`src/rtl/prs_pkg.sv`:
```
// shared types, codes and defaults of the polynomial root solver
package prs_pkg;

  localparam int DEF_WORD_BITS = 32;
  localparam int DEF_FRAC_BITS = 16;
  localparam int QUEUE_DEPTH   = 2;

  localparam logic [1:0] OP_LIN  = 2'd0;
  localparam logic [1:0] OP_QUAD = 2'd1;
  localparam logic [1:0] OP_BIQ  = 2'd2;

  localparam logic [2:0] KIND_NONE = 3'd0;
  localparam logic [2:0] KIND_ONE  = 3'd1;
  localparam logic [2:0] KIND_TWO  = 3'd2;
  localparam logic [2:0] KIND_ALL  = 3'd5;

  typedef enum logic [1:0] {
    CLS_NONE,
    CLS_ALL,
    CLS_LIN,
    CLS_QUAD
  } cls_t;

  typedef struct packed {
    cls_t cls;
    logic biq;
    logic disc_zero;
    logic num_neg;
    logic den_neg;
  } prs_ctl_t;

  typedef enum logic [3:0] {
    B_IDLE,
    B_ROOT_GO,
    B_ROOT_WAIT,
    B_DIV1_GO,
    B_DIV1_WAIT,
    B_DIV2_GO,
    B_DIV2_WAIT,
    B_SPL1_GO,
    B_SPL1_WAIT,
    B_SPL2_GO,
    B_SPL2_WAIT,
    B_FINISH
  } back_state_t;

endpackage

```
`src/rtl/prs_front.sv`:
```
// front end: takes transactions, forms products and discriminant, classifies
module prs_front #(
  parameter int WORD_BITS = prs_pkg::DEF_WORD_BITS
) (
  input  logic                        clk,
  input  logic                        rst,
  input  logic                        start,
  output logic                        busy,
  input  logic [1:0]                  opcode,
  input  logic signed [WORD_BITS-1:0] coef_a,
  input  logic signed [WORD_BITS-1:0] coef_b,
  input  logic signed [WORD_BITS-1:0] coef_c,
  input  logic                        q_full,
  input  logic                        q_nearly_full,
  output logic                        push,
  output prs_pkg::prs_ctl_t           ctl,
  output logic [WORD_BITS-1:0]        num_mag,
  output logic [WORD_BITS:0]          den_mag,
  output logic [2*WORD_BITS:0]        disc_mag
);
  import prs_pkg::*;

  localparam int W = WORD_BITS;

  logic           accept;
  logic [W-1:0]   ua, ub, uc, abs_a, abs_b, abs_c;
  logic           s1_valid;
  logic [1:0]     s1_op;
  logic           a_neg, b_neg, c_neg;
  logic [W-1:0]   a_mag, b_mag, c_mag;
  logic [2*W-1:0] bb, ac;
  logic [2*W+2:0] ds;
  logic           a_zero, b_zero, c_zero, disc_neg;

  assign busy   = q_full | (s1_valid & q_nearly_full);
  assign accept = start & ~busy;

  assign ua    = coef_a;
  assign ub    = coef_b;
  assign uc    = coef_c;
  assign abs_a = ua[W-1] ? (~ua + 1'b1) : ua;
  assign abs_b = ub[W-1] ? (~ub + 1'b1) : ub;
  assign abs_c = uc[W-1] ? (~uc + 1'b1) : uc;

  always_ff @(posedge clk) begin
    if (rst) begin
      s1_valid <= 1'b0;
    end else begin
      s1_valid <= accept;
    end
    if (accept) begin
      s1_op <= opcode;
      a_neg <= ua[W-1];
      b_neg <= ub[W-1];
      c_neg <= uc[W-1];
      a_mag <= abs_a;
      b_mag <= abs_b;
      c_mag <= abs_c;
      bb    <= abs_b * abs_b;
      ac    <= abs_a * abs_c;
    end
  end

  // b*b - 4*a*c, exact
  assign ds = (a_neg ^ c_neg) ? ({3'b000, bb} + {1'b0, ac, 2'b00})
                              : ({3'b000, bb} - {1'b0, ac, 2'b00});
  assign disc_neg = ds[2*W+2];
  assign disc_mag = ds[2*W:0];

  assign a_zero = (a_mag == '0);
  assign b_zero = (b_mag == '0);
  assign c_zero = (c_mag == '0);
  assign push   = s1_valid;

  always_comb begin
    ctl.cls       = CLS_NONE;
    ctl.biq       = (s1_op == OP_BIQ);
    ctl.disc_zero = (ds == '0);
    ctl.num_neg   = ~b_neg;
    ctl.den_neg   = a_neg;
    num_mag       = b_mag;
    den_mag       = {1'b0, a_mag};
    case (s1_op)
      OP_LIN: begin
        if (a_zero) begin
          ctl.cls = b_zero ? CLS_ALL : CLS_NONE;
        end else begin
          ctl.cls = CLS_LIN;
        end
      end
      OP_QUAD, OP_BIQ: begin
        if (a_zero) begin
          // falls back to linear b*x + c
          if (b_zero) begin
            ctl.cls = c_zero ? CLS_ALL : CLS_NONE;
          end else begin
            ctl.cls     = CLS_LIN;
            ctl.num_neg = ~c_neg;
            ctl.den_neg = b_neg;
            num_mag     = c_mag;
            den_mag     = {1'b0, b_mag};
          end
        end else begin
          ctl.cls = disc_neg ? CLS_NONE : CLS_QUAD;
          den_mag = {a_mag, 1'b0};
        end
      end
      default: begin
        ctl.cls = CLS_NONE;
      end
    endcase
  end

endmodule

```
`config.mk`:
```
export PLATFORM = sky130hd
export DESIGN_NAME = prs_front
export DESIGN_NICKNAME = d
export VERILOG_FILES = /design/src/rtl/prs_pkg.sv /design/src/rtl/prs_front.sv
export SDC_FILE = /design/constraint.sdc
export NUM_CORES = 2
export LEC_CHECK = 0
export ABC_AREA = 1
export ABC_CLOCK_PERIOD_IN_PS = 23700
export BUFFER_PORTS_ARGS = -buffer_cell sky130_fd_sc_hd__buf_4
export CAP_MARGIN = 0
export CELL_PAD_IN_SITES_DETAIL_PLACEMENT = 1
export CELL_PAD_IN_SITES_GLOBAL_PLACEMENT = 1
export CORE_ASPECT_RATIO = 1.5
export CORE_UTILIZATION = 40
export CTS_CLUSTER_SIZE = 10
export DETAILED_ROUTE_END_ITERATION = 10
export MAX_ROUTING_LAYER = met4
export PLACE_DENSITY_LB_ADDON = 0.1
export RECOVER_POWER = 25
export SETUP_SLACK_MARGIN = 0.02
export SYNTH_ARGS = -nofsm -noshare
export SYNTH_HDL_FRONTEND = slang
export SYNTH_SLANG_ARGS = --single-unit
export TNS_END_PERCENT = 100
```
`constraint.sdc`:
```
create_clock -name clk -period 23.7 [get_ports clk]
set_input_delay 2.37 -clock clk [delete_from_list [all_inputs] [get_ports clk]]
set_output_delay 2.37 -clock clk [all_outputs]
set_load 0.01 [all_outputs]
```
==> flow_summary.yaml <==
run_status:
  status: "finished with violations"
  violations: "max-capacitance violations, max-slew violations"
clock_tree:
  htreeDepth: 1
  cts-resized-gates: 0
  clk_pin_slew_ns: 0.06
  numClockSinks: 228
  cts_inserted_buffers: 31
  holdBufCountCts: 0
  tritoncts: "built"
  clkLatencyLatePin_ns: 0.67
  cts_root_buffer: "clkbuf_16"
  cts_buffer_depth: 3
  cts_post_setup_buffers_inserted: 0
drt:
  via_per_inst: 5.301
  wire_per_inst_um: 26.77
  first_pass_iters: 5
  drc: 0
  vias: 67740
  drtIter0Drc: 3498
  routed_wl_um: 342100
  ant_nets: 0
synth:
  yosysWarnings: 0
  netlist_area_um2: 80030
  syn_area_per_cell_um2: 8.029
  ys_types: 65
  syn_inst: 9968
  synth_edf_count: 227
  synth_ff_type: "edfxtp_1"
  synth-seq-cells: 228
  yosysSeqAreaShare: 0.08542
  async_reset_ff_frac: 0
setup_path:
  start_kind: "input port"
  cp.arrival_ns: 15.44
  endpoint_kind: "flop"
  crit_slowest_cell: "o21ai_0"
  worst-setup-path-type: "in2reg"
  cp_max_fo: 34
  cp_common_cell: "fa_1"
  crit_path_max_incr_delay_ns: 3.50
  crit_chain: "clkbuf_1 -> o21ai_0 -> inv_1 -> nor2_1 -> fa_1 -> fa_1 -> fa_1 -> ha_1 -> ha_1 -> inv_1 -> fa_1 -> inv_1 -> fa_1 -> ha_1 -> nand2_1 -> o21bai_1 -> a21boi_1 -> o21ai_0 -> a21oi_1 -> o21ai_1 -> a21oi_1 -> nand2_1 -> nand2_1"
  crit_required_ns: 24.04
global_route:
  antenna_found_initial: 19
  grt_max_degree: 136
  grt_overflow: 0
  grt_pass1_wl_um: 504000
  grt_pass1_vias: 78490
  gr-usage-all-layers: 0.3545
cells_and_area:
  nNetsFinal: 12530
  syn_to_final_growth_pct: 7.667
  drive_gt1_frac: 0.05029
  nFillCells: 24270
floorplan:
  die-area_um2: 201900
  io-pin-count: 241
  die_w_um: 367.2
  dieHeight_um: 549.8
  core-area_um2: 198400
  rows: 200
  start_util: 0.4033
timing:
  worstMarginPinSlew_ns: 8.326
  drv_slew: 804
  setup_viol: 0
  max_freq_mhz: 66.24
  period_share: 0.6370
  finClkSkew_ns: 0.02052
  slew_headroom: -4.551
  hold_violations: 0
  setup_tns_ns: 0
  fin_crit_ns: 15.10
  rsz0062_at_grt: "false"
place:
  place_congestion: 1.023
  hpwl_um: 290200
  io_buffer_count: 239
job:
  cap_violations: 36
worst_hold_path:
  hold_class: "reg2reg"
-- metrics by stage --
| stage | utilization | hold slack [ns] | setup slack, ns | area (um2) | instances |
|---|---|---|---|---|---|
| after CTS | 0.4351 | 0.6465 | 11.75 | 86340 | 12770 |
| final | 0.4342 | 0.5783 | 8.603 | 86170 | 12780 |
| after detailed placement | 0.4300 | 0.6355 | 11.05 | 85330 | 12720 |
| after global placement | 0.4300 | 0.6025 | 11.02 | 85330 | 12720 |
| after global routing | 0.4342 | 0.6298 | 8.656 | 86170 | 12780 |
| after floorplan | - | 0.6549 | 10.89 | 80120 | 9991 |
-- kinds of logic after synthesis --
family | synth area share
AOI/OAI and AO/OA | 0.04501
xor gates and xnor gates | 0.02778
buffers and inverters | 0.1393
adders and majority gates | 0.5191
muxes | 0.0002814
and+or+nand+nor | 0.1830
other | 0.00009384
DFF | 0.08542
-- final timing paths --
kind                    from                   to  slack [ns]  depth (start not counted)
max reg2reg  push$_SDFF_PP0_  c_mag[19]$_DFFE_PP_       13.51                          4
min          push$_SDFF_PP0_      push$_SDFF_PP0_        0.58                          2
max               coef_c[31]     ac[38]$_DFFE_PP_        8.60                         23
min reg2reg  push$_SDFF_PP0_      push$_SDFF_PP0_        0.58                          2
-- per-layer routing --
layer | up-vias | GRT usage | wire (um)
li1 | 29590 | - | -
met1 | 34940 | 0.3441 | 114300
met2 | 2084 | 0.6468 | 179700
met3 | 1128 | 0.03170 | 13810
met4 | 0 | 0.2763 | 34310
met5 | - | - | 0
-- Yosys cell counts (all sizes together) (11+ instances only) --
master | number | share of area
a21oi | 291 | 0.018
edfxtp | 227 | 0.085
o21a | 24 | 0.0023
o21ai | 190 | 0.012
nand3b | 23 | 0.0023
nand3 | 249 | 0.016
xnor2 | 71 | 0.0078
inv | 2627 | 0.12
xor2 | 182 | 0.020
nor3 | 62 | 0.0042
nand2 | 1859 | 0.087
ha | 613 | 0.096
o211ai | 11 | 0.0010
o21bai | 19 | 0.0018
buf | 87 | 0.0059
nor4 | 55 | 0.0046
fa | 1692 | 0.42
or2 | 32 | 0.0025
nand4 | 68 | 0.0056
a31oi | 49 | 0.0038
clkinv | 19 | 0.00089
nor2 | 1243 | 0.060
a21o | 22 | 0.0021
clkbuf | 197 | 0.0092
-- area by class of cell --
type	instances	area (um2)	share of cell area
Inverter	2646	9940	0.1154
Clock buffer	37	798.3	0.009264
Tap cell	2626	3286	0.03813
Antenna cell	13	32.53	0.0003775
Sequential cell	228	6837	0.07934
Multi-Input combinational cell	6833	62350	0.7236
Clock inverter	13	210.2	0.002439
Timing Repair Buffer	384	2714	0.03150
-- flip-flops by register name, summed over array words and instances (netlist names) --
signal	flops
b_mag	32
s1_op	2
c_mag	32
c_neg	1
b_neg	1
push	1
bb	62
a_neg	1
a_mag	32
ac	64
-- placed cells by master (no fill, tap or decap), types with 6 or more instances in the layout --
cell type / count
inv_1: 2611
nand3b_1: 22
o31ai_1: 10
a21boi_0: 7
xnor2_1: 68
xor2_2: 15
ha_1: 612
nand4_1: 66
nand3_1: 245
nor2_4: 11
nand2_2: 13
clkinv_1: 22
nand2_1: 1845
xor2_1: 165
o21ai_0: 177
or2_2: 31
a21oi_1: 291
clkbuf_16: 31
nor2_2: 10
inv_2: 13
o21a_1: 24
nor3_1: 58
diode_2: 13
a31oi_1: 49
o21ai_1: 7
edfxtp_1: 227
nor2_1: 1222
o221ai_1: 6
a21o_1: 22
fa_1: 1692
o21bai_1: 19
o211ai_1: 11
conb_1: 25
clkbuf_1: 51
nor4_1: 53
buf_4: 336
-- critical path, delay by kind of cell --
family	cells	cell delay [ns]
adders and majority gates	8	3.32
and+or+nand+nor	4	0.83
buffers and inverters	4	2.45
AOI/OAI and AO/OA	7	6.41
Power is not shown: default switching activity piles up to over one toggle a cycle in this logic, so the estimate is an artifact.
