File: src/rtl/prs_pkg.sv
// shared types, codes and defaults of the polynomial root solver
package prs_pkg;

  localparam int DEF_WORD_BITS = 32;
  localparam int DEF_FRAC_BITS = 16;
  localparam int QUEUE_DEPTH   = 2;

  localparam logic [1:0] OP_LIN  = 2'd0;
  localparam logic [1:0] OP_QUAD = 2'd1;
  localparam logic [1:0] OP_BIQ  = 2'd2;

  localparam logic [2:0] KIND_NONE = 3'd0;
  localparam logic [2:0] KIND_ONE  = 3'd1;
  localparam logic [2:0] KIND_TWO  = 3'd2;
  localparam logic [2:0] KIND_ALL  = 3'd5;

  typedef enum logic [1:0] {
    CLS_NONE,
    CLS_ALL,
    CLS_LIN,
    CLS_QUAD
  } cls_t;

  typedef struct packed {
    cls_t cls;
    logic biq;
    logic disc_zero;
    logic num_neg;
    logic den_neg;
  } prs_ctl_t;

  typedef enum logic [3:0] {
    B_IDLE,
    B_ROOT_GO,
    B_ROOT_WAIT,
    B_DIV1_GO,
    B_DIV1_WAIT,
    B_DIV2_GO,
    B_DIV2_WAIT,
    B_SPL1_GO,
    B_SPL1_WAIT,
    B_SPL2_GO,
    B_SPL2_WAIT,
    B_FINISH
  } back_state_t;

endpackage

File: src/rtl/prs_queue.sv
// short queue of classified transactions between front and back
module prs_queue #(
  parameter int WIDTH = 8
) (
  input  logic             clk,
  input  logic             rst,
  input  logic             push,
  input  logic [WIDTH-1:0] din,
  input  logic             pop,
  output logic [WIDTH-1:0] dout,
  output logic             empty,
  output logic             full,
  output logic             nearly_full
);
  import prs_pkg::*;

  localparam int PW = (QUEUE_DEPTH > 1) ? $clog2(QUEUE_DEPTH) : 1;
  localparam int CW = $clog2(QUEUE_DEPTH + 1);

  logic [WIDTH-1:0] mem [QUEUE_DEPTH];
  logic [PW-1:0]    wr_ptr, rd_ptr;
  logic [CW-1:0]    count;

  assign empty       = (count == '0);
  assign full        = (count == CW'(QUEUE_DEPTH));
  assign nearly_full = (count >= CW'(QUEUE_DEPTH - 1));
  assign dout        = mem[rd_ptr];

  always_ff @(posedge clk) begin
    if (rst) begin
      wr_ptr <= '0;
      rd_ptr <= '0;
      count  <= '0;
    end else begin
      if (push) begin
        wr_ptr <= (wr_ptr == PW'(QUEUE_DEPTH - 1)) ? '0 : wr_ptr + 1'b1;
      end
      if (pop) begin
        rd_ptr <= (rd_ptr == PW'(QUEUE_DEPTH - 1)) ? '0 : rd_ptr + 1'b1;
      end
      case ({push, pop})
        2'b10:   count <= count + 1'b1;
        2'b01:   count <= count - 1'b1;
        default: count <= count;
      endcase
    end
    if (push) begin
      mem[wr_ptr] <= din;
    end
  end

  a_no_overrun: assert property (@(posedge clk) disable iff (rst) !(push && full))
    else $error("queue written while full");
  a_no_underrun: assert property (@(posedge clk) disable iff (rst) !(pop && empty))
    else $error("queue read while empty");
  a_push_fills: assert property (@(posedge clk) disable iff (rst)
    push && !pop |=> !empty)
    else $error("queue empty after a lone push");

endmodule

File: config.mk
export PLATFORM = sky130hd
export DESIGN_NAME = prs_queue
export DESIGN_NICKNAME = d
export VERILOG_FILES = /design/src/rtl/prs_pkg.sv /design/src/rtl/prs_queue.sv
export SDC_FILE = /design/constraint.sdc
export NUM_CORES = 1
export LEC_CHECK = 0
export BUFFER_PORTS_ARGS = -buffer_cell sky130_fd_sc_hd__buf_2
export CORE_MARGIN = 2
export CORE_UTILIZATION = 45
export CTS_CLUSTER_SIZE = 16
export DETAILED_ROUTE_END_ITERATION = 10
export PLACE_DENSITY_LB_ADDON = 0.3
export SETUP_SLACK_MARGIN = 0.05
export SLEW_MARGIN = 20
export SYNTH_ARGS = -nofsm -noshare
export SYNTH_HDL_FRONTEND = slang
export SYNTH_SLANG_ARGS = --single-unit
File: constraint.sdc
create_clock -name clk -period 1.5 [get_ports clk]
set_input_delay 0.3 -clock clk [delete_from_list [all_inputs] [get_ports clk]]
set_output_delay 0.3 -clock clk [all_outputs]
set_load 0.05 [all_outputs]
==> summary by stage, run 1 <==
Placement
The number of I/O port buffers is 22. The number of cells in the design after placement is 99. The final estimated routing congestion in global placement is 0.666.

The post-place instance area is 1000 um2. The HPWL reported at the end of detailed placement is 852 um.

Route
The total via count in the routed design is 471. The number of DRC markers in iteration 0 is 10. For this run, design rule violations remaining after detail routing come to 0. The final wirelength is 1.25 mm. Using the TritonRoute via totals, the vias-per-cell ratio works out to 4.53. The pre-antenna-repair detailed-routing pass consisted of 3 iterations. The detail route stage leaves a number of antenna-violating nets equal to 0.

In the final routed layout, each cell accounts on average for 12.0 um.

STA
In this run the tightest slew margin relative to its limit is 75.1%. The fmax is 0.647 GHz. After routing, the total negative slack on setup checks comes to -0.347 ns. Setup repair after global routing could not meet its margin everywhere. The smallest clock period supported by the final layout is computed as 1.55 ns. For the pin with the worst max-slew slack, the measured transition is 0.374 ns. The worst path setup slack after routing is -0.0463 ns.

The final count of hold timing violations is 0. Setup violations remaining at the end of the flow were counted as 8. The number of slew-limit violations in the final report came to 0. The portion of the clock cycle consumed by the worst path in the final layout is 103%. For the final database, setup skew stands at 0.00488 ns.

Floorplan
The vertical extent of the die is 47.6 um. The starting density of the core is 48.4%. The total area inside the core boundary comes to 1760 um2.

The overall die area is 2260 um2. The I/O pin count is 23. The number of core rows is 15. The die extent in x is 47.6 um.

Layout
The non-filler instance count after layout is 104. In the layout the commonest cells are 16 x sky130_fd_sc_hd__edfxtp_1, 11 x sky130_fd_sc_hd__buf_2, 9 x sky130_fd_sc_hd__buf_6. The final layout net count is 96. The area growth from synthesis to layout is 31.8%. 0 antenna diodes ended up in the layout. The library cell used most frequently in the layout, excluding fill and tap cells, is sky130_fd_sc_hd__edfxtp_1. The layout cell share with drive strength beyond 1 is 54.4%.

The final cell area excluding filler cells is 1130 um2. For this run, the share of the core covered by cells in the final layout is 63.8%.

Clocking
The depth of the CTS H-tree is 1. TritonCTS built the clock tree. The count of hold buffers inserted by post-cts repair is 0. The clock reaches the later pin of the worst-skew pair after 0.30 ns. The total number of clock tree sinks is 21. The number of buffers created by CTS is 3. The longest clock path from root to sink contains 2 buffers. The CTS clock-pin slew for the worst setup and hold paths is 0.12 ns. In this run the clock root is driven by a sky130_fd_sc_hd__clkbuf_4.

Worst setup path
The largest fanout on the critical path is 8. The data required time at the worst endpoint is 1.20 ns. Among cell families on the critical path, the largest total delay comes from flip-flops. The depth of the most critical reg-to-reg path is 1.

The data arrival time of the worst path is 1.25 ns. The number of buffer and inverter stages on the critical path is 2. On the worst path, the slowest cell contributes a delay of 0.35 ns. The critical path ends at dout[6].

In this run the number of cells on the critical path is 3. Setup slack on the worst reg-to-reg path comes out at 0.42 ns. STA classifies the critical path endpoint as an output pin.

The worst flop-to-flop path endpoint is mem[1][2]$_DFFE_PP_. The cell with the largest stage delay on the worst path is sky130_fd_sc_hd__dfxtp_2. The sort of element at the start of the critical path is a flip-flop. The source of the worst register-to-register timing path is wr_ptr$_SDFFE_PP0P_. The category of the most critical setup path is flip-flop to output pin. The critical path goes through buf_8, mux2_4, buf_6.

Synthesis
Counting distinct cell types in the post-synthesis netlist gives 12. After synthesis, flip-flops and latches occupy 67.9% of the total area. The synthesis warning total is 0. The synthesized netlist net count is 67. Synthesis produced 51 cells. The top cell type by area accounts for 56.2% of the synthesized area.

By area the synthesized netlist is led by sky130_fd_sc_hd__edfxtp_1 56%, sky130_fd_sc_hd__mux2_4 14%, sky130_fd_sc_hd__dfxtp_1 12%. Counting flops and latches in the post-synthesis netlist gives 21. The mean area per synthesized cell is 16.8 um2. The cell type with the highest aggregate area in the netlist is sky130_fd_sc_hd__edfxtp_1.

The synthesized cell area is 855 um2.

Job
The number of maximum-capacitance constraint violations is 0.

GRT
Global routing finished with a remaining overflow of 0. The initial antenna violation count was 0. The maximum number of pins on one net before global-route repair is 12. The number of global-route vias before repair came to 470. The total routing usage reported by global routing is 13.6%.

The first-pass GRT wire length is 1.99 mm.

Status
The run finished, with violations left. The final reports fail on negative setup slack.

Power
The design draws 1390 uW. The power per unit of standard cell area is 1230 nW/um2. The reported leakage power is 0.000472 uW. VDD sags by at most 0.560 mV.

Hold path
Along the worst hold path, the cell count comes to 1. The class of the tightest hold or removal check is input port to flip-flop.
[layer usage]
layer | up-vias | share of wire, % | GRT usage [%]
li1 | 236 | - | -
met1 | 221 | 45 | 14.9
met2 | 12 | 49 | 22.4
met3 | 2 | 5.0 | 4.91
met4 | 0 | 0.80 | 8.11
met5 | - | 0 | 0
[registers in the layout (all words and copies together) (netlist names), named ones only]
| name | count |
|---|---|
| count | 2 |
| mem | 16 |
| wr_ptr | 1 |
| rd_ptr | 1 |
[logic make-up after synthesis]
kind of cell	share of synthesized area, %
adder cells (fa/ha/maj)	5.86
AO/OA/AOI/OAI	0.879
multiplexers	14.1
AND/OR/NAND/NOR	3.66
flip-flops	67.9
XOR/XNOR	4.10
buffers and inverters	3.51
[cell type report]
class	instances	area, um2
fillers	142	638
flip-flops and latches	21	584
multi-input cells	24	256
repair buffers	25	209
well taps	25	31.3
clock buffers	4	26.3
inverters	5	18.8
[through the flow]
| stage | setup WS [ns] | hold WS (ns) |
|---|---|---|
| global route | -0.118 | 0.157 |
| finish | -0.0463 | 0.182 |
| floorplan | 0.321 | 0.372 |
| detailed placement | 0.179 | 0.493 |
| CTS | -0.0698 | 0.175 |
| global placement | 0.199 | 0.487 |
[cells in the mapped netlist (all sizes together)]
library cell,number
edfxtp,16
mux2,8
dfxtp,5
inv,5
nor2,5
ha,4
xnor2,3
a211oi,1
and2,1
buf,1
nor2b,1
xor2,1
[power breakdown]
| group | total [uW] | internal [uW] | switching, uW |
|---|---|---|---|
| sequential | 692 | 674 | 17.8 |
| combinational | 427 | 182 | 245 |
| clock | 268 | 103 | 165 |
[what timing repair did]
item                                    4_1_cts  5_1_grt
pin swaps                                     0        0
gates resized for setup                      23        9
endpoints found under the setup margin       11       11
setup buffers                                 0        1
[worst min-delay path by stage]
stage / from / end / slack [ns]
floorplan: rst / flip-flop / 0.37
global placement: din[0] / mem[0][0]$_DFFE_PP_ / 0.49
detailed placement: din[1] / mem[0][1]$_DFFE_PP_ / 0.49
CTS: din[1] / mem[1][1]$_DFFE_PP_ / 0.17
global route: din[2] / mem[0][2]$_DFFE_PP_ / 0.16
finish: din[0] / mem[1][0]$_DFFE_PP_ / 0.18
No activity file was read; power rests on OpenSTA's default activity.
==> inputs of run 2 (changes only) <==
CORE_ASPECT_RATIO = 1.1   (was not set)
==> run 2 against run 1 <==
The run still ends with negative setup slack left; die area barely moved; combinational power fell by 6.6%; final cell count fell by 4.8%; critical path depth did not move; clock-buffer cell count fell by 1; critical endpoint is now dout[5]; largest power group unchanged; highest routed layer unchanged.
==> summary by stage, run 2 (synthesis gave the netlist of run 1 again) <==
Route
The first-pass iteration count of the detailed router is 2. The total DRC errors in the routed layout is 0. The remaining antenna violation count after routing is 0. Dividing the detail-routed wire length by the instance count gives 11.5 um. Detailed routing inserted a total of 459 vias. The number of DRC markers in iteration 0 is 3.

Summed over all layers, the routed wires come to 1.14 mm. The via density per instance is 4.64.

Hold path
The class of the tightest hold or removal check is input port to flip-flop.

Worst setup path
The largest individual stage delay along the critical path comes from the cell sky130_fd_sc_hd__dfxtp_2. At the worst endpoint, the required time is 1.20 ns. The delay of the slowest cell on the worst path is 0.35 ns.

The worst setup path is of the flip-flop to output pin kind. The type of destination of the critical path is an output pin. Counting both buffers and inverters, the worst setup path holds a total of 2. Data on the critical path arrives at its endpoint at 1.23 ns.

STA classifies the critical path startpoint as a flip-flop. The cell family contributing the most delay on the critical path is flip-flops. The critical path goes through buf_4, mux2_4, buf_6.

The largest fanout on the critical path is 3.

Layout
The final antenna diode count is 0. For this run, the post-layout net count is 98. The flip-flop count of the largest register after layout is 16. The area of the multi-input gates is 246 um2.

More flip-flops sit in one register than any other, and that register is mem. The largest registers in the layout are mem x16, count x2. The most common cell after layout, fill and taps aside is sky130_fd_sc_hd__edfxtp_1. In the layout the commonest cells are 16 x sky130_fd_sc_hd__edfxtp_1, 12 x sky130_fd_sc_hd__buf_2, 10 x sky130_fd_sc_hd__buf_6. In the final layout, the share of cells above drive strength 1 is 55.6%.

The number of inserted filler cells in the final layout is 147. In the final layout, flip-flops and latches occupy 584 um2. At the end of the flow the core is filled with cells to 62.3%. The post-synthesis to final-layout area growth is 29.9%.

GRT
The first-pass GRT wire length is 1.77 mm. The number of global-route vias before repair is 430. For this run, global-route usage on met3 was measured as 2.56%. The initial antenna violation count is 0. Summed over all layers, the global routing overflow is 0. For met1 alone, demand over resource in global routing was 13.5%. For this run, global-route usage on met2 was measured as 17.4%. Entering global routing, the biggest net connects 13 pins. The routing layer with the top usage in global route is met2. The total routing usage reported by global routing is 11.2%.

Clocking
Clock latency on the worst-skew pair, taken at its later pin, is 0.30 ns. CTS built an H-tree with a depth of 1. The CTS clock-pin slew for the worst setup and hold paths is 0.12 ns. Counting along the longest clock path gives a buffer depth of 2. CTS placed an instance of sky130_fd_sc_hd__clkbuf_4 at the clock tree root.

The total number of clock tree sinks is 21. TritonCTS built the clock tree. The number of buffers created by CTS is 3.

Floorplan
The floorplan has 16 rows. In this run the standard cell core region covers 1780 um2. Once the floorplan was initialized, standard cells occupied 48.0% of the core. For this design the top-level I/O count stands at 23.

The overall die area is 2260 um2. The die extent in x is 45.6 um. The vertical extent of the die is 49.7 um.

STA
Setup violations remaining at the end of the flow were counted as 8. The hold slack is 0.179 ns. The transition time at the pin with the least slew margin is 0.375 ns.

Setup repair after global routing could not meet its margin everywhere. The final count of hold timing violations is 0. Headroom to the max-slew limit came out at 75.0%.

The number of slew-limit violations in the final report is 0. The fmax is 0.652 GHz. In the finished design, the share of the clock period the worst path needs comes to 102%.

On the final layout, the worst clock skew is 0.00568 ns. The worst path setup slack after routing is -0.0348 ns. The clock period minus final worst setup slack is 1.53 ns.

Job
The number of maximum-capacitance constraint violations is 0.

Status
The checks that failed: negative setup slack. The run finished, with violations left.

Placement
The number of I/O port buffers is 22. The HPWL after detailed placement is 913 um. The final estimated routing congestion in global placement is 0.632.

Timing analysis after detailed placement gives a worst setup slack of 0.214 ns.

Power
Power spread over the standard cell area amounts to 1220 nW/um2. IR analysis of the VDD net gives a maximum drop of 0.638 mV. The design draws 1360 uW. The reported leakage power is 0.000480 uW.
[run 2: changes by cell type in the layout (fill, tap and decap cells not counted)]
cell,change
sky130_fd_sc_hd__inv_2,-1
sky130_fd_sc_hd__inv_1,+1
sky130_fd_sc_hd__buf_4,+2
sky130_fd_sc_hd__clkinv_2,+1
sky130_fd_sc_hd__ha_4,-1
sky130_fd_sc_hd__ha_2,+1
sky130_fd_sc_hd__buf_6,+1
sky130_fd_sc_hd__buf_8,-2
sky130_fd_sc_hd__clkbuf_1,-1
sky130_fd_sc_hd__buf_2,+1
[run 2: area by class of cell]
cell class	instances	share of cell area, %
multi-input combinational	24	22.2
clock inverter	1	0.451
clock buffer	3	2.03
sequential	21	52.6
timing repair buffer	27	18.9
inverter	5	1.69
tap	18	2.03
[run 2: worst paths after layout]
| kind | from | endpoint | slack (ns) | cells past startpoint |
|---|---|---|---|---|
| min reg2reg | count[0]$_SDFFE_PP0P_ | count[0]$_SDFFE_PP0P_ | 0.51 | 2 |
| max | flip-flop | dout[5] | -0.03 | 3 |
| max reg2reg | wr_ptr$_SDFFE_PP0P_ | mem[1][2]$_DFFE_PP_ | 0.41 | 1 |
| min | din[0] | mem[1][0]$_DFFE_PP_ | 0.18 | 1 |
[run 2: power by group]
| group | switching (uW) | internal, uW |
|---|---|---|
| Sequential | 18.9 | 674 |
| Clock | 166 | 99.2 |
| Combinational | 232 | 167 |
| Total | 417 | 940 |
[run 2: metal layers]
layer,part of all wire (%),vias up
met4,0.79,0
met3,5.5,2
met5,0,-
met1,43,205
li1,-,238
met2,50,14
[run 2: repair_timing]
item / 4_1_cts / 5_1_grt
buffers inserted: 0 / 1
setup endpoints to repair: 10 / 10
gates resized for setup: 23 / 3
hold buffers: 0 / 0
[run 2: through the flow]
| stage | instance area, um2 | setup TNS [ns] | instances |
|---|---|---|---|
| floorplan | 855 | 0 | 51 |
| global placement | 1010 | 0 | 94 |
| detailed placement | 1010 | 0 | 94 |
| CTS | 1100 | -0.381 | 98 |
| global route | 1110 | -0.621 | 99 |
| finish | 1110 | -0.224 | 99 |
