`src/rtl/prs_pkg.sv`:
```
// shared types, codes and defaults of the polynomial root solver
package prs_pkg;

  localparam int DEF_WORD_BITS = 32;
  localparam int DEF_FRAC_BITS = 16;
  localparam int QUEUE_DEPTH   = 2;

  localparam logic [1:0] OP_LIN  = 2'd0;
  localparam logic [1:0] OP_QUAD = 2'd1;
  localparam logic [1:0] OP_BIQ  = 2'd2;

  localparam logic [2:0] KIND_NONE = 3'd0;
  localparam logic [2:0] KIND_ONE  = 3'd1;
  localparam logic [2:0] KIND_TWO  = 3'd2;
  localparam logic [2:0] KIND_ALL  = 3'd5;

  typedef enum logic [1:0] {
    CLS_NONE,
    CLS_ALL,
    CLS_LIN,
    CLS_QUAD
  } cls_t;

  typedef struct packed {
    cls_t cls;
    logic biq;
    logic disc_zero;
    logic num_neg;
    logic den_neg;
  } prs_ctl_t;

  typedef enum logic [3:0] {
    B_IDLE,
    B_ROOT_GO,
    B_ROOT_WAIT,
    B_DIV1_GO,
    B_DIV1_WAIT,
    B_DIV2_GO,
    B_DIV2_WAIT,
    B_SPL1_GO,
    B_SPL1_WAIT,
    B_SPL2_GO,
    B_SPL2_WAIT,
    B_FINISH
  } back_state_t;

endpackage

```
`src/rtl/prs_div.sv`:
```
// restoring divider, one quotient bit a cycle
module prs_div #(
  parameter int NW = 50,
  parameter int DW = 33
) (
  input  logic          clk,
  input  logic          rst,
  input  logic          start,
  input  logic [NW-1:0] num,
  input  logic [DW-1:0] den,
  output logic          done,
  output logic [NW-1:0] quo
);
  localparam int CW = $clog2(NW + 1);

  logic          running;
  logic [CW-1:0] cnt;
  logic [DW:0]   rem;
  logic [DW-1:0] den_r;
  logic [DW:0]   rem_sh;
  logic          fit;

  assign rem_sh = {rem[DW-1:0], quo[NW-1]};
  assign fit    = (rem_sh >= {1'b0, den_r});

  always_ff @(posedge clk) begin
    if (rst) begin
      running <= 1'b0;
      done    <= 1'b0;
    end else begin
      done <= running && !start && (cnt == CW'(1));
      if (start) begin
        running <= 1'b1;
      end else if (running && cnt == CW'(1)) begin
        running <= 1'b0;
      end
    end
    if (start) begin
      cnt   <= CW'(NW);
      rem   <= '0;
      quo   <= num;
      den_r <= den;
    end else if (running) begin
      cnt <= cnt - 1'b1;
      rem <= fit ? (rem_sh - {1'b0, den_r}) : rem_sh;
      quo <= {quo[NW-2:0], fit};
    end
  end

endmodule

```
`src/rtl/prs_sqrt.sv`:
```
// digit-by-digit integer square root, one root bit a cycle, floored
module prs_sqrt #(
  parameter int IW = 66
) (
  input  logic            clk,
  input  logic            rst,
  input  logic            start,
  input  logic [IW-1:0]   rad,
  output logic            done,
  output logic [IW/2-1:0] root
);
  localparam int OW = IW / 2;
  localparam int CW = $clog2(OW + 1);

  logic          running;
  logic [CW-1:0] cnt;
  logic [IW-1:0] rad_r;
  logic [OW+1:0] rem, rem_sh, trial;
  logic          fit;

  assign rem_sh = {rem[OW-1:0], rad_r[IW-1:IW-2]};
  assign trial  = {root, 2'b01};
  assign fit    = (rem_sh >= trial);

  always_ff @(posedge clk) begin
    if (rst) begin
      running <= 1'b0;
      done    <= 1'b0;
    end else begin
      done <= running && !start && (cnt == CW'(1));
      if (start) begin
        running <= 1'b1;
      end else if (running && cnt == CW'(1)) begin
        running <= 1'b0;
      end
    end
    if (start) begin
      cnt   <= CW'(OW);
      rem   <= '0;
      root  <= '0;
      rad_r <= rad;
    end else if (running) begin
      cnt   <= cnt - 1'b1;
      rad_r <= {rad_r[IW-3:0], 2'b00};
      rem   <= fit ? (rem_sh - trial) : rem_sh;
      root  <= {root[OW-2:0], fit};
    end
  end

endmodule

```
`src/rtl/prs_back.sv`:
```
// back end: sequences square roots and divisions, assembles and saturates roots
module prs_back #(
  parameter int WORD_BITS = prs_pkg::DEF_WORD_BITS,
  parameter int FRAC_BITS = prs_pkg::DEF_FRAC_BITS
) (
  input  logic                        clk,
  input  logic                        rst,
  input  logic                        q_empty,
  output logic                        pop,
  input  prs_pkg::prs_ctl_t           ctl,
  input  logic [WORD_BITS-1:0]        num_mag,
  input  logic [WORD_BITS:0]          den_mag,
  input  logic [2*WORD_BITS:0]        disc_mag,
  output logic                        done,
  output logic [2:0]                  solution_kind,
  output logic signed [WORD_BITS-1:0] root_one,
  output logic signed [WORD_BITS-1:0] root_two,
  output logic signed [WORD_BITS-1:0] root_three,
  output logic signed [WORD_BITS-1:0] root_four,
  output logic                        overflow
);
  import prs_pkg::*;

  localparam int W      = WORD_BITS;
  localparam int F      = FRAC_BITS;
  localparam int NUMW   = W + 2 + F;
  localparam int DENW   = W + 1;
  localparam int DSW    = 2 * W + 1;
  localparam int YW     = NUMW + F;
  localparam int SQ_RAW = (DSW > YW) ? DSW : YW;
  localparam int SQ_IN  = SQ_RAW + (SQ_RAW % 2);
  localparam int SQ_OUT = SQ_IN / 2;
  localparam int RW     = (NUMW > SQ_OUT) ? NUMW : SQ_OUT;
  localparam int NS     = W + 3;

  back_state_t state, state_next;

  prs_ctl_t          e_ctl;
  logic [W-1:0]      e_num;
  logic [DENW-1:0]   e_den;
  logic [DSW-1:0]    e_disc;
  logic [W:0]        root_r;
  logic              q1_neg, q2_neg;
  logic [NUMW-1:0]   q1_mag, q2_mag;
  logic [SQ_OUT-1:0] r1, r2;

  logic              sq_start, sq_done, dv_start, dv_done;
  logic [SQ_IN-1:0]  sq_rad;
  logic [SQ_OUT-1:0] sq_root;
  logic [NUMW-1:0]   dv_num, dv_quo;

  logic [NS-1:0]     mbs, n1s, n2s, n1a, n2a;
  logic [NUMW-1:0]   dividend1, dividend2;

  logic [1:0]        s1, s2;
  logic              one_y;
  logic [2:0]        res_kind;
  logic              x_neg [4];
  logic [RW-1:0]     x_mag [4];
  logic [W:0]        x_sat [4];

  prs_sqrt #(.IW(SQ_IN)) u_sqrt (
    .clk   (clk),
    .rst   (rst),
    .start (sq_start),
    .rad   (sq_rad),
    .done  (sq_done),
    .root  (sq_root)
  );

  prs_div #(.NW(NUMW), .DW(DENW)) u_div (
    .clk   (clk),
    .rst   (rst),
    .start (dv_start),
    .num   (dv_num),
    .den   (e_den),
    .done  (dv_done),
    .quo   (dv_quo)
  );

  // numerators -b - root and -b + root, root is zero for linear
  assign mbs       = e_ctl.num_neg ? (NS'(0) - NS'(e_num)) : NS'(e_num);
  assign n1s       = mbs - NS'(root_r);
  assign n2s       = mbs + NS'(root_r);
  assign n1a       = n1s[NS-1] ? (NS'(0) - n1s) : n1s;
  assign n2a       = n2s[NS-1] ? (NS'(0) - n2s) : n2s;
  assign dividend1 = {n1a[W+1:0], {F{1'b0}}};
  assign dividend2 = {n2a[W+1:0], {F{1'b0}}};

  always_comb begin
    state_next = state;
    case (state)
      B_IDLE: begin
        if (!q_empty) begin
          case (ctl.cls)
            CLS_LIN:  state_next = B_DIV1_GO;
            CLS_QUAD: state_next = B_ROOT_GO;
            default:  state_next = B_FINISH;
          endcase
        end
      end
      B_ROOT_GO:   state_next = B_ROOT_WAIT;
      B_ROOT_WAIT: if (sq_done) state_next = B_DIV1_GO;
      B_DIV1_GO:   state_next = B_DIV1_WAIT;
      B_DIV1_WAIT: begin
        if (dv_done) begin
          if (e_ctl.cls == CLS_QUAD) begin
            state_next = B_DIV2_GO;
          end else begin
            state_next = e_ctl.biq ? B_SPL1_GO : B_FINISH;
          end
        end
      end
      B_DIV2_GO:   state_next = B_DIV2_WAIT;
      B_DIV2_WAIT: if (dv_done) state_next = e_ctl.biq ? B_SPL1_GO : B_FINISH;
      B_SPL1_GO:   state_next = B_SPL1_WAIT;
      B_SPL1_WAIT: if (sq_done) state_next = one_y ? B_FINISH : B_SPL2_GO;
      B_SPL2_GO:   state_next = B_SPL2_WAIT;
      B_SPL2_WAIT: if (sq_done) state_next = B_FINISH;
      B_FINISH:    state_next = B_IDLE;
      default:     state_next = B_IDLE;
    endcase
  end

  always_comb begin
    pop      = (state == B_IDLE) && !q_empty;
    sq_start = (state == B_ROOT_GO) || (state == B_SPL1_GO) || (state == B_SPL2_GO);
    dv_start = (state == B_DIV1_GO) || (state == B_DIV2_GO);
    dv_num   = (state == B_DIV2_GO) ? dividend2 : dividend1;
    case (state)
      B_ROOT_GO: sq_rad = SQ_IN'(e_disc);
      B_SPL1_GO: sq_rad = SQ_IN'({q1_mag, {F{1'b0}}});
      default:   sq_rad = SQ_IN'({q2_mag, {F{1'b0}}});
    endcase
  end

  always_ff @(posedge clk) begin
    if (rst) begin
      state <= B_IDLE;
      done  <= 1'b0;
    end else begin
      state <= state_next;
      done  <= (state == B_FINISH);
    end
    if (pop) begin
      e_ctl  <= ctl;
      e_num  <= num_mag;
      e_den  <= den_mag;
      e_disc <= disc_mag;
      root_r <= '0;
    end
    if (state == B_ROOT_WAIT && sq_done) begin
      root_r <= sq_root[W:0];
    end
    if (state == B_DIV1_WAIT && dv_done) begin
      q1_mag <= dv_quo;
      q1_neg <= (n1s[NS-1] ^ e_ctl.den_neg) && (dv_quo != '0);
    end
    if (state == B_DIV2_WAIT && dv_done) begin
      q2_mag <= dv_quo;
      q2_neg <= (n2s[NS-1] ^ e_ctl.den_neg) && (dv_quo != '0);
    end
    if (state == B_SPL1_WAIT && sq_done) begin
      r1 <= sq_root;
    end
    if (state == B_SPL2_WAIT && sq_done) begin
      r2 <= sq_root;
    end
    if (state == B_FINISH) begin
      solution_kind <= res_kind;
      root_one      <= x_sat[0][W-1:0];
      root_two      <= x_sat[1][W-1:0];
      root_three    <= x_sat[2][W-1:0];
      root_four     <= x_sat[3][W-1:0];
      overflow      <= x_sat[0][W] | x_sat[1][W] | x_sat[2][W] | x_sat[3][W];
    end
  end

  // a single y when the equation in y is linear or the quadratic in y has one root
  assign one_y = (e_ctl.cls == CLS_LIN) || e_ctl.disc_zero;
  assign s1    = q1_neg ? 2'd0 : ((q1_mag == '0) ? 2'd1 : 2'd2);
  assign s2    = q2_neg ? 2'd0 : ((q2_mag == '0) ? 2'd1 : 2'd2);

  always_comb begin
    res_kind = KIND_NONE;
    for (int i = 0; i < 4; i++) begin
      x_neg[i] = 1'b0;
      x_mag[i] = '0;
    end
    case (e_ctl.cls)
      CLS_ALL: res_kind = KIND_ALL;
      CLS_LIN, CLS_QUAD: begin
        if (!e_ctl.biq) begin
          res_kind = one_y ? KIND_ONE : KIND_TWO;
          x_neg[0] = q1_neg;
          x_mag[0] = RW'(q1_mag);
          if (e_ctl.cls == CLS_QUAD) begin
            x_neg[1] = q2_neg;
            x_mag[1] = RW'(q2_mag);
          end
        end else begin
          res_kind = one_y ? {1'b0, s1} : (3'({1'b0, s1}) + 3'({1'b0, s2}));
          if (s1 == 2'd2) begin
            x_neg[0] = 1'b1;
            x_mag[0] = RW'(r1);
            x_mag[1] = RW'(r1);
          end
          // roots of the second y follow those of the first
          if (!one_y && s2 == 2'd2) begin
            case (s1)
              2'd0: begin
                x_neg[0] = 1'b1;
                x_mag[0] = RW'(r2);
                x_mag[1] = RW'(r2);
              end
              2'd1: begin
                x_neg[1] = 1'b1;
                x_mag[1] = RW'(r2);
                x_mag[2] = RW'(r2);
              end
              default: begin
                x_neg[2] = 1'b1;
                x_mag[2] = RW'(r2);
                x_mag[3] = RW'(r2);
              end
            endcase
          end
        end
      end
      default: res_kind = KIND_NONE;
    endcase
  end

  // {saturated flag, word}
  function automatic logic [W:0] sat_root(input logic neg, input logic [RW-1:0] mag);
    logic [RW-1:0] half, half_m1, negv;
    logic [W:0]    res;
    half    = RW'(1) << (W - 1);
    half_m1 = half - RW'(1);
    negv    = RW'(0) - mag;
    if (neg) begin
      res = (mag > half) ? {1'b1, half[W-1:0]} : {1'b0, negv[W-1:0]};
    end else begin
      res = (mag > half_m1) ? {1'b1, half_m1[W-1:0]} : {1'b0, mag[W-1:0]};
    end
    return res;
  endfunction

  always_comb begin
    for (int i = 0; i < 4; i++) begin
      x_sat[i] = sat_root(x_neg[i], x_mag[i]);
    end
  end

  a_done_after_finish: assert property (@(posedge clk) disable iff (rst)
    done |-> $past(state == B_FINISH))
    else $error("result strobe without a finished transaction");
  a_one_unit_start: assert property (@(posedge clk) disable iff (rst)
    !(sq_start && dv_start))
    else $error("square root and divider started together");
  a_sqrt_done_waited: assert property (@(posedge clk) disable iff (rst)
    sq_done |-> (state == B_ROOT_WAIT || state == B_SPL1_WAIT || state == B_SPL2_WAIT))
    else $error("square root finished while not awaited");
  a_empty_kind_zero: assert property (@(posedge clk) disable iff (rst)
    done && (solution_kind == KIND_NONE || solution_kind == KIND_ALL) |->
    root_one == '0 && root_two == '0 && root_three == '0 && root_four == '0 && !overflow)
    else $error("roots reported with no root count");

endmodule

```
`config.mk`:
```
export PLATFORM = sky130hd
export DESIGN_NAME = prs_back
export DESIGN_NICKNAME = d
export VERILOG_FILES = /design/src/rtl/prs_pkg.sv /design/src/rtl/prs_div.sv /design/src/rtl/prs_sqrt.sv /design/src/rtl/prs_back.sv
export SDC_FILE = /design/constraint.sdc
export NUM_CORES = 2
export LEC_CHECK = 0
export ABC_AREA = 1
export BUFFER_PORTS_ARGS = -buffer_cell sky130_fd_sc_hd__buf_2
export CORE_AREA = 2 2 290 292
export CTS_CLUSTER_DIAMETER = 150
export CTS_CLUSTER_SIZE = 24
export DETAILED_ROUTE_END_ITERATION = 10
export DIE_AREA = 0 0 292 294
export HOLD_SLACK_MARGIN = 0.15
export MAX_ROUTING_LAYER = met4
export PLACE_DENSITY = 0.82
export SYNTH_ARGS = -nofsm -noshare
export SYNTH_HDL_FRONTEND = slang
export SYNTH_HIERARCHICAL = 1
export SYNTH_SLANG_ARGS = --single-unit
export TNS_END_PERCENT = 30
```
`constraint.sdc`:
```
create_clock -name clk -period 12.9 [get_ports clk]
set_input_delay 1.29 -clock clk [delete_from_list [all_inputs] [get_ports clk]]
set_output_delay 1.29 -clock clk [all_outputs]
set_load 0.02 [all_outputs]
```
==> results.md <==
- H-tree levels: 2
- Mapped Area: 49200 µm²
- Crit-path max FO: 33
- GRT overflow: 0
- Mux contribution to synthesized area: 0
- Synth Area in Compound Gates: 0.0628
- DP Area: 51300 µm²
- Routed vias/inst: 5.62
- Syn Area/Cell: 7.17 µm²
- Global-route wire length before repair: 246 mm
- Reg clk slew, reported paths: 110 ps
- FFs w/ async S/R, synth: 0
- Pin count of the biggest net entering global routing: 78
- Initial antenna violation count: 4
- Setup TNS: 0 ps
- Static Leak: 25.6 nW
- RSZ-0062 raised after global routing: false
- Final worst slack: 6870 ps
- Detailed-router iteration count before antenna repair: 8
- Critical path launch point type: register
- Crit path time final: 6030 ps
- Synth Area in XOR/XNOR: 0.0235
- Sw Share: 0.506
- Dpl ws: 6980 ps
- Worst-Skew Late Latency: 610 ps
- CP Capture Type: register
- Area of the core: 82900 µm²
- Area grow syn2layout: 6.39%
- Routed WL per cell: 20.0 µm
- Final ANT Viol Nets: 0
- Comb power frac: 0.571
- Row count: 106
- HP Class: register to register
- Layout cells sized above 1: 0.0846
- GPL Wtd Cong: 1.02
- CTS resizes: 0
- Placed cells: 8061
- Synth top area cells: edfxtp_1, nand2_1, inv_1
- Largest family of logic cells by synthesized area: simple AND/OR/NAND/NOR gates
- CP Data Required Time: 13280 ps
- Sw Pwr: 0.00560 W
- Die Ht: 294 µm
- Setup Viol. Count Final: 0
- # DRC: 0
- Post-CTS setup buffers: 0
- Max-cap check violation count: 0
- Full die area: 85800 µm²
- Gate Count Post-Synth: 6870
- Power density cells: 211 nW/µm²
- Clock root cell: clkbuf_16
- Final hold vios: 0
- Post-synth EDFFs: 618
- Type of the worst setup path: register to register
- Worst-Margin Slew: 1210 ps
- F_max: 166 MHz
- Slew margin rel.: 0.193
- Top-count cell post-synth: nand2_1
- Vias in the first global route: 42931
- CTS Sinks: 738
- Adder-Cell Fraction of Synth Area: 0.0392
- Clock share of power: 0.122
- Register bit count reported by yosys: 738
- Most used cell, CP: nand2_1
- Final instance area: 52400 µm²
- Hold Buf Count CTS: 0
- Worst Path Arrival: 6410 ps
- Initial core utilization: 0.594
- Die width: 292 µm
- Slowest Stage Delay on Critical Path: 610 ps
- Warnings from Yosys: 6
- IO Port Bufs: 272
- Nets@finish: 7311
- Fin cells: 8132
- TritonCTS Buffers: 37
- Final HPWL DP: 127 mm
- CTS max path bufs: 3
- Routed wire length: 163 mm
- Post-synthesis sequential area ratio: 0.426
- Via count: 45735
- Final Max Slew Viols: 0
- IR drop worst, VDD: 0.162 mV
- Synth cell types: 65
- Synth Flop Type: edfxtp_1
- Simple-gate area share of the yosys netlist: 0.345
- Tot GR Track Use: 0.383
- Sequential share of power: 0.308
- I/O Pins: 273
- Worst Skew: 30.5 ps
- Slowest stage cell, crit path: inv_2
- Yosys top cell by area: edfxtp_1
- Status: finished clean
- CTS tree: done
- Detailed Route Iter0 Violations: 4880
- Top-area cell type share of the netlist area: 0.377
- Top cells by count, synth: nand2_1, inv_1, edfxtp_1, nor2_1, nand3_1
- Final Cycle Share: 0.467
- Internal power: 0.00547 W
[per-stage QoR]
step	power, W	utilization	hold slack (ps)
6_report	0.0111	0.632	424
5_1_grt	0.0118	0.632	434
4_1_cts	0.0110	0.632	429
3_5_place_dp	0.00962	0.618	406
3_3_place_gp	0.00953	0.618	401
2_1_floorplan	0.00786	-	400
[kinds of logic after synthesis]
logic type	count (synthesis)
xor gates and xnor gates	131
buffers and inverters	1271
DFF	738
and+or+nand+nor	4016
AOI/OAI and AO/OA	561
other	1
adders and majority gates	152
[critical path: cells and delay by family (launching register included)]
family	cells	cell delay, ps
flip-flops	1	430
buffers and inverters	3	920
adder cells (fa/ha/maj)	1	520
AO/OA/AOI/OAI	4	750
XOR/XNOR	1	180
AND/OR/NAND/NOR	23	2970
[registers in the layout (all words and copies together), names as in the netlist, 33 cells and up]
register and count:
e_den 33, e_disc 65, q1_mag 50, q2_mag 50, r1 33, r2 33, root_r 33, u_div/den_r 33
u_div/quo 50, u_div/rem 33, u_sqrt/rad_r 66, u_sqrt/rem 33, u_sqrt/root 33
[final cells by class]
class / count / area (µm²)
Antenna cell: 4 / 10.0
Clock buffer: 63 / 1040
Clock inverter: 4 / 75.1
Fill cell: 7523 / 30500
Inverter: 1054 / 3960
Multi-Input combinational cell: 4877 / 23300
Sequential cell: 738 / 21000
Tap cell: 1080 / 1350
Timing Repair Buffer: 312 / 1660
[path summary, 6_finish.rpt]
| path | slack (ps) | startpoint | endpoint | cells after the start |
|---|---|---|---|---|
| worst max-delay path | 6870 | e_num[0] | u_div/quo[32] | 32 |
| worst min-delay path | 420 | e_den[31] | u_div/den_r[31] | 0 |
| worst max register to register | 6870 | e_num[0] | u_div/quo[32] | 32 |
| worst min register to register | 420 | e_den[31] | u_div/den_r[31] | 0 |
[power groups by stage]
| stage | sequential (W) | clock [W] | combinational [W] |
|---|---|---|---|
| floorplan | 0.00339 | 0 | 0.00447 |
| global placement | 0.00342 | 0 | 0.00611 |
| detailed placement | 0.00344 | 0 | 0.00618 |
| CTS | 0.00339 | 0.00136 | 0.00621 |
| global route | 0.00343 | 0.00143 | 0.00697 |
| finish | 0.00340 | 0.00135 | 0.00632 |
[cell usage in the layout, fill, tap and decap left out, drive strengths merged, types with 10 or more instances in the layout]
cell type,count
o22ai,39
xnor2,47
clkinv,28
dfxtp,120
xor2,84
o21bai,13
clkbuf,63
a21oi,207
a31oi,11
o21ai,232
nand3,525
o211ai,25
nand3b,34
nand2,2629
buf,312
nand4,65
ha,148
nor4,21
nor2,623
inv,1030
edfxtp,618
o31ai,10
nor3,91
and2,13
conb,17
[routing by layer]
layer | track usage | wire length (µm) | part of all wire | vias to the layer above
li1 | - | - | - | 22080
met1 | 0.472 | 64100 | 0.39 | 21166
met2 | 0.633 | 77800 | 0.48 | 2114
met3 | 0.0409 | 11800 | 0.073 | 375
met4 | 0.183 | 8880 | 0.055 | 0
met5 | - | 0 | 0 | -
Power figures use the tool's default switching activity.
